$ cat config.mk
export PLATFORM = sky130hd
export DESIGN_NAME = modular_exponentiation
export DESIGN_NICKNAME = d
export VERILOG_FILES = /design/src/rtl/mexp_pkg.sv /design/src/rtl/modular_exponentiation.sv
export VERILOG_INCLUDE_DIRS = /design/src /design/src/rtl
export SDC_FILE = /design/constraint.sdc
export NUM_CORES = 1
export LEC_CHECK = 0
export BUFFER_PORTS_ARGS = -buffer_cell sky130_fd_sc_hd__buf_2
export CORE_ASPECT_RATIO = 1.2
export CORE_UTILIZATION = 30
export DETAILED_ROUTE_END_ITERATION = 12
export SYNTH_ARGS = -nofsm -noshare
export SYNTH_HDL_FRONTEND = slang
export SYNTH_SLANG_ARGS = --single-unit
$ cat constraint.sdc
create_clock -name clk -period 13.1 [get_ports clk]
set_clock_uncertainty 0.15 [all_clocks]
set_input_delay 0.655 -clock clk [delete_from_list [all_inputs] [get_ports clk]]
set_output_delay 0.655 -clock clk [all_outputs]
set_load 0.005 [all_outputs]
$ cat src/rtl/assert_macros.svh
// Assertion shorthands for the block's concurrent checks.
// Each check runs on the rising edge of clk and is off while rst_n is low.
`ifndef ASSERT_MACROS_SVH
`define ASSERT_MACROS_SVH

// The consequent must hold in the same cycle as the antecedent.
`define ASSERT_SAME(label, ante, cons, msg) \
  label: assert property (@(posedge clk) disable iff (!rst_n) (ante) |-> (cons)) \
    else $error(msg);

// The consequent must hold in the cycle after the antecedent.
`define ASSERT_NEXT(label, ante, cons, msg) \
  label: assert property (@(posedge clk) disable iff (!rst_n) (ante) |=> (cons)) \
    else $error(msg);

`endif

$ cat src/rtl/mexp_pkg.sv
package mexp_pkg;

  // Default operand width.
  localparam int DEF_WIDTH = 32;

  // Register indexes of the configuration port.
  localparam int REG_MODULUS = 0;

  typedef enum logic [5:0] {
    ST_IDLE   = 6'b000001,
    ST_REDUCE = 6'b000010,
    ST_BIT    = 6'b000100,
    ST_MUL    = 6'b001000,
    ST_SQR    = 6'b010000,
    ST_FIN    = 6'b100000
  } mexp_state_t;

endpackage

$ cat src/rtl/modular_exponentiation.sv
// Modular exponentiation, right to left square and multiply.
// Input channel (in_valid/in_ready) carries one beat of base and exponent; the
// result channel (out_valid/out_ready) returns one beat of base**exponent mod n.
// The modulus n is written over the APB-style cfg_ port at byte address 0 and
// should be changed only while the block is idle.
// One item at a time: in_ready is high only when no item is at work. All
// arithmetic runs through a single modular double-and-add unit, one multiplier
// bit per cycle. The base is reduced first; then each exponent bit up to the
// highest set one costs a squaring, preceded by a multiplication when the bit
// is set. A zero exponent skips the squarings and multiplications, and a zero
// modulus skips all arithmetic and goes straight to the final state.
// The result sits in an output register, so a new item may be taken one cycle
// after it is loaded, while it waits; a stalled receiver holds the next result
// back in its final state until the register is free. Synchronous reset sets
// the modulus to 1, drops out_valid and returns to idle.
module modular_exponentiation
  import mexp_pkg::*;
#(
  parameter int WIDTH = DEF_WIDTH
) (
  input  logic                                clk,
  input  logic                                rst_n,
  input  logic                                in_valid,
  output logic                                in_ready,
  input  logic [WIDTH-1:0]                    in_base,
  input  logic [WIDTH-1:0]                    in_exponent,
  output logic                                out_valid,
  input  logic                                out_ready,
  output logic [WIDTH-1:0]                    out_power_result,
  input  logic                                cfg_psel,
  input  logic                                cfg_penable,
  input  logic                                cfg_pwrite,
  input  logic [((WIDTH > 32) ? 3 : 2):0]     cfg_paddr,
  input  logic [((WIDTH > 32) ? 64 : 32)-1:0] cfg_pwdata,
  output logic [((WIDTH > 32) ? 64 : 32)-1:0] cfg_prdata,
  output logic                                cfg_pready
);

  localparam int DW  = (WIDTH > 32) ? 64 : 32;
  localparam int AS  = (WIDTH > 32) ? 3 : 2;
  localparam int CW  = $clog2(WIDTH);
  localparam int TW  = WIDTH + 2;
  localparam logic [CW-1:0]    LAST = CW'(WIDTH - 1);
  localparam logic [WIDTH-1:0] ONE  = {{(WIDTH-1){1'b0}}, 1'b1};

  mexp_state_t      state_r, state_nxt;
  logic [WIDTH-1:0] n_r;
  logic [WIDTH-1:0] acc_r, acc_nxt;
  logic [WIDTH-1:0] b_r, b_nxt;
  logic [WIDTH-1:0] e_r, e_nxt;
  logic [WIDTH-1:0] r_r, r_nxt;
  logic [WIDTH-1:0] mplier_r, mplier_nxt;
  logic [CW-1:0]    cnt_r, cnt_nxt;
  logic [WIDTH-1:0] out_data_r, out_data_nxt;
  logic             out_valid_r, out_valid_nxt;

  logic             reg_hit;
  logic             cfg_wr;
  logic [WIDTH-1:0] x_sel;
  logic [WIDTH-1:0] addend;
  logic [TW-1:0]    t_sum, n1, n2, t_red;
  logic [WIDTH-1:0] step_res;
  logic             last;

  // Configuration port.
  assign reg_hit    = (cfg_paddr[AS] == 1'(REG_MODULUS));
  assign cfg_wr     = cfg_psel && cfg_penable && cfg_pwrite && cfg_pready;
  assign cfg_pready = 1'b1;

  always_comb begin
    cfg_prdata = '0;
    if (reg_hit) begin
      cfg_prdata = DW'(n_r);
    end
  end

  always_ff @(posedge clk) begin
    if (!rst_n) begin
      n_r <= ONE;
    end else if (cfg_wr && reg_hit) begin
      n_r <= cfg_pwdata[WIDTH-1:0];
    end
  end

  // Shared unit: r <- (2r + bit * x) mod n. Since r < n and x < n the sum stays
  // below 3n, so one subtraction of n or of 2n brings it back into range.
  always_comb begin
    unique case (state_r)
      ST_REDUCE: x_sel = ONE;
      ST_SQR:    x_sel = b_r;
      default:   x_sel = acc_r;
    endcase
    addend = mplier_r[WIDTH-1] ? x_sel : '0;
    t_sum  = {1'b0, r_r, 1'b0} + {2'b00, addend};
    n1     = {2'b00, n_r};
    n2     = {1'b0, n_r, 1'b0};
    if (t_sum >= n2) begin
      t_red = t_sum - n2;
    end else if (t_sum >= n1) begin
      t_red = t_sum - n1;
    end else begin
      t_red = t_sum;
    end
    step_res = t_red[WIDTH-1:0];
  end

  assign last = (cnt_r == LAST);

  // Sequencer.
  always_comb begin
    state_nxt     = state_r;
    acc_nxt       = acc_r;
    b_nxt         = b_r;
    e_nxt         = e_r;
    r_nxt         = r_r;
    mplier_nxt    = mplier_r;
    cnt_nxt       = cnt_r;
    out_data_nxt  = out_data_r;
    out_valid_nxt = out_valid_r && !out_ready;

    unique case (state_r)
      ST_IDLE: begin
        if (in_valid) begin
          e_nxt      = in_exponent;
          mplier_nxt = in_base;
          r_nxt      = '0;
          cnt_nxt    = '0;
          acc_nxt    = (n_r == ONE) ? '0 : ONE;
          if (n_r == '0) begin
            acc_nxt   = '0;
            state_nxt = ST_FIN;
          end else begin
            state_nxt = ST_REDUCE;
          end
        end
      end
      ST_REDUCE, ST_MUL, ST_SQR: begin
        r_nxt      = step_res;
        mplier_nxt = {mplier_r[WIDTH-2:0], 1'b0};
        cnt_nxt    = cnt_r + 1'b1;
        if (last) begin
          r_nxt   = '0;
          cnt_nxt = '0;
          if (state_r == ST_MUL) begin
            acc_nxt    = step_res;
            mplier_nxt = b_r;
            state_nxt  = ST_SQR;
          end else begin
            // Reduction and squaring both leave the new base.
            b_nxt     = step_res;
            state_nxt = ST_BIT;
            if (state_r == ST_SQR) begin
              e_nxt = {1'b0, e_r[WIDTH-1:1]};
            end
          end
        end
      end
      ST_BIT: begin
        r_nxt      = '0;
        cnt_nxt    = '0;
        mplier_nxt = b_r;
        if (e_r == '0) begin
          state_nxt = ST_FIN;
        end else if (e_r[0]) begin
          state_nxt = ST_MUL;
        end else begin
          state_nxt = ST_SQR;
        end
      end
      ST_FIN: begin
        if (!out_valid_r || out_ready) begin
          out_data_nxt  = acc_r;
          out_valid_nxt = 1'b1;
          state_nxt     = ST_IDLE;
        end
      end
      default: begin
        state_nxt = ST_IDLE;
      end
    endcase
  end

  always_ff @(posedge clk) begin
    if (!rst_n) begin
      state_r     <= ST_IDLE;
      out_valid_r <= 1'b0;
      cnt_r       <= '0;
    end else begin
      state_r     <= state_nxt;
      out_valid_r <= out_valid_nxt;
      cnt_r       <= cnt_nxt;
    end
  end

  always_ff @(posedge clk) begin
    acc_r      <= acc_nxt;
    b_r        <= b_nxt;
    e_r        <= e_nxt;
    r_r        <= r_nxt;
    mplier_r   <= mplier_nxt;
    out_data_r <= out_data_nxt;
  end

  assign in_ready         = (state_r == ST_IDLE);
  assign out_valid        = out_valid_r;
  assign out_power_result = out_data_r;

`include "assert_macros.svh"

  `ASSERT_NEXT(a_accept_leaves_idle, in_valid && in_ready,
               state_r != ST_IDLE, "accepted beat left block idle")
  `ASSERT_NEXT(a_fin_holds_on_stall, (state_r == ST_FIN) && out_valid_r && !out_ready,
               (state_r == ST_FIN) && out_valid_r, "result overwritten while receiver stalls")
  `ASSERT_SAME(a_mul_on_set_bit, state_r == ST_MUL,
               e_r[0], "multiply step on a clear exponent bit")
  `ASSERT_NEXT(a_bit_done_to_fin, (state_r == ST_BIT) && (e_r == '0),
               state_r == ST_FIN, "exponent exhausted but work goes on")

endmodule

==> impl_metrics.env <==
export IMPL_path_max_fanout=32
export IMPL_area_growth_pct=15.59
export IMPL_synth_top_family_by_area="compound AO/OA/AOI/OAI gates"
export IMPL_synth_area_mm2=0.01588
export IMPL_antenna_found_initial=0
export IMPL_arrival_ps=8460
export IMPL_port_buffers=169
export IMPL_cts_resized_gates=0
export IMPL_hold_class="in2reg"
export IMPL_cts_tree="built"
export IMPL_fmax_ghz=0.1206
export IMPL_cp_required_ps=13270
export IMPL_synth_xor_area_share_pct=4.247
export IMPL_grt_pass1_vias=12990
export IMPL_maxCapViolCount=0
export IMPL_drc=0
export IMPL_synth_top_area_share_pct=36.31
export IMPL_cts_sinks=236
export IMPL_chipHeight_um=254.0
export IMPL_synth_area_leaders="edfxtp_1 36%, ha_1 7.6%, dfxtp_1 5.5%"
export IMPL_avgRoutedWirePerCell_um=19.61
export IMPL_ys_warn_count=0
export IMPL_start_kind="register"
export IMPL_hold_viol=0
export IMPL_insertion_delay_ps=580
export IMPL_first_iter_violations=1122
export IMPL_routabilityCongestion=0.9222
export IMPL_clock_path_buffers=3
export IMPL_path_class="reg2reg"
export IMPL_ant_nets=0
export IMPL_finalSetupViolCount=0
export IMPL_synthDistinctLibCells=89
export IMPL_io_pins=173
export IMPL_grt_pass1_wl_um=76440
export IMPL_drv_slew=0
export IMPL_fp_dieW_um=212.0
export IMPL_clock_root_buffer="clkbuf_16"
export IMPL_synth_edf_count=192
export IMPL_clk_pin_slew_ps=70
export IMPL_worst_pin_slew_ps=1105
export IMPL_finalSetupTns_ps=0
export IMPL_cts_hold_buf=0
export IMPL_synth_fp_nets=1910
export IMPL_routed_wl_um=50170
export IMPL_start_util_pct=30.32
export IMPL_diodes=0
export IMPL_ctsHtreeMaxLevel=1
export IMPL_first_pass_iters=7
export IMPL_post_cts_buffers=0
export IMPL_fin_crit_sh_pct=63.29
export IMPL_async_reset_ff_share_pct=0
export IMPL_synth_compound_area_share_pct=22.54
export IMPL_synthTopCellsByCount="222 x nand2_1, 192 x edfxtp_1, 151 x a21oi_1, 121 x nor2_1, 99 x inv_1"
export IMPL_relSlewSlack_pct=26.27
export IMPL_synth_mux_area_share_pct=1.742
export IMPL_core_region_area_mm2=0.05238
export IMPL_fin_crit_ps=8291
export IMPL_syn_inst=1704
export IMPL_synth_flop_cell="edfxtp_1"
export IMPL_ys_ff_latch=236
export IMPL_dp_hpwl_um=38730
export IMPL_synth_simple_area_share_pct=16.70
export IMPL_drive_gt1_share_pct=14.62
export IMPL_via_count=13610
export IMPL_yosysMostFrequentCell="nand2_1"
export IMPL_die_area_mm2=0.05385
export IMPL_grt_overflow=0
export IMPL_nets=2039
export IMPL_post_synth_top_area_cell="edfxtp_1"
export IMPL_track_usage_pct=18.16
export IMPL_grt_max_degree=94
export IMPL_syn_area_per_cell_um2=9.318
export IMPL_rsz0062_at_grt="no"
export IMPL_core_rowCount=92
export IMPL_synthAdderAreaFrac_pct=8.022
export IMPL_endpoint_kind="register"
export IMPL_synth_seq_area_share_pct=41.86
export IMPL_status="complete, no violations"
export IMPL_cts_inserted_buffers=26
export IMPL_vias_per_cell=5.319
[routing by layer]
layer / wire, um / global-route usage (%) / vias to the layer above
met5: 0 / 0 / -
met4: 914 / 3.996 / 0
met3: 3090 / 1.841 / 43
met2: 22330 / 28.68 / 463
met1: 23830 / 26.51 / 6472
li1: - / - / 6627
[through the flow]
stage	cell area, um2	util, %	hold slack, ps	worst slack [ps]	instances
3_5_place_dp	17400	33.22	288.7	4957	2510
2_1_floorplan	15880	-	272.9	6956	1704
3_3_place_gp	17400	33.22	285.0	4988	2510
6_report	18350	35.04	153.6	4809	2558
5_1_grt	18350	35.04	154.9	4386	2558
4_1_cts	18350	35.04	131.9	4942	2558
[critical path: stages (launching register included)]
cell and delay (ps):
dfxtp_1 330, or4_1 590, nor3b_2 200, buf_4 370, a22oi_1 120, nor2b_1 330, ha_1 310, a211oi_1 360
o21ai_1 210, a21boi_0 310, o21ai_0 200, a21o_1 230, a21oi_1 170, xnor2_1 180, ha_1 480, nand4_1 180
nor4_1 260, o21ai_1 160, a31oi_1 500, nor2_1 200, o211ai_1 510, nand2b_1 900, o21ai_0 510, o211a_1 270
[cell families after synthesis]
logic type               count (synthesis)
adder cells (fa/ha/maj)                100
AND/OR/NAND/NOR                        559
multiplexers                            27
buffers and inverters                  185
AO/OA/AOI/OAI                          519
other                                    1
flip-flops                             236
XOR/XNOR                                77
[sequential cells by signal, indices dropped and copies added, names as in the netlist]
register          count
acc_r                32
cnt_r                 5
mplier_r             32
state_r               6
r_r                  32
out_valid             1
out_power_result     32
n_r                  32
e_r                  32
b_r                  32
[layout make-up]
class                   count  area, um2
clock inverters            16      270.3
repair buffers            187      980.9
clock buffers              32      683.2
multi-input cells        1283       8518
flip-flops and latches    236       6646
fillers                  5347      34020
well taps                 705      882.1
inverters                  99      371.6
[cell usage in the layout (no fill, tap or decap), types with 18 or more instances in the layout]
master     instances
nand2_1          222
edfxtp_1         192
buf_2            169
a21oi_1          149
nor2_1           116
inv_1             98
ha_1              97
xnor2_1           54
o21ai_0           47
nor2b_1           44
dfxtp_1           44
a211oi_1          43
a21o_1            40
a22oi_1           34
nand3_1           31
a222oi_1          31
nor3_1            29
clkbuf_16         26
nor4_1            24
xor2_1            23
mux2i_1           22
o21a_1            22
nand4_1           18
buf_4             18
[worst paths after layout]
path	depth (start not counted)	slack, ps	start	to
max	23	4810	state_r[0]	acc_r[21]
min	3	150	cfg_pwdata[0]	n_r[0]
max reg2reg	23	4810	state_r[0]	acc_r[21]
min reg2reg	0	300	acc_r[4]	out_power_result[4]
Power is not shown: default switching activity piles up to over one toggle a cycle in this logic, so the estimate is an artifact.
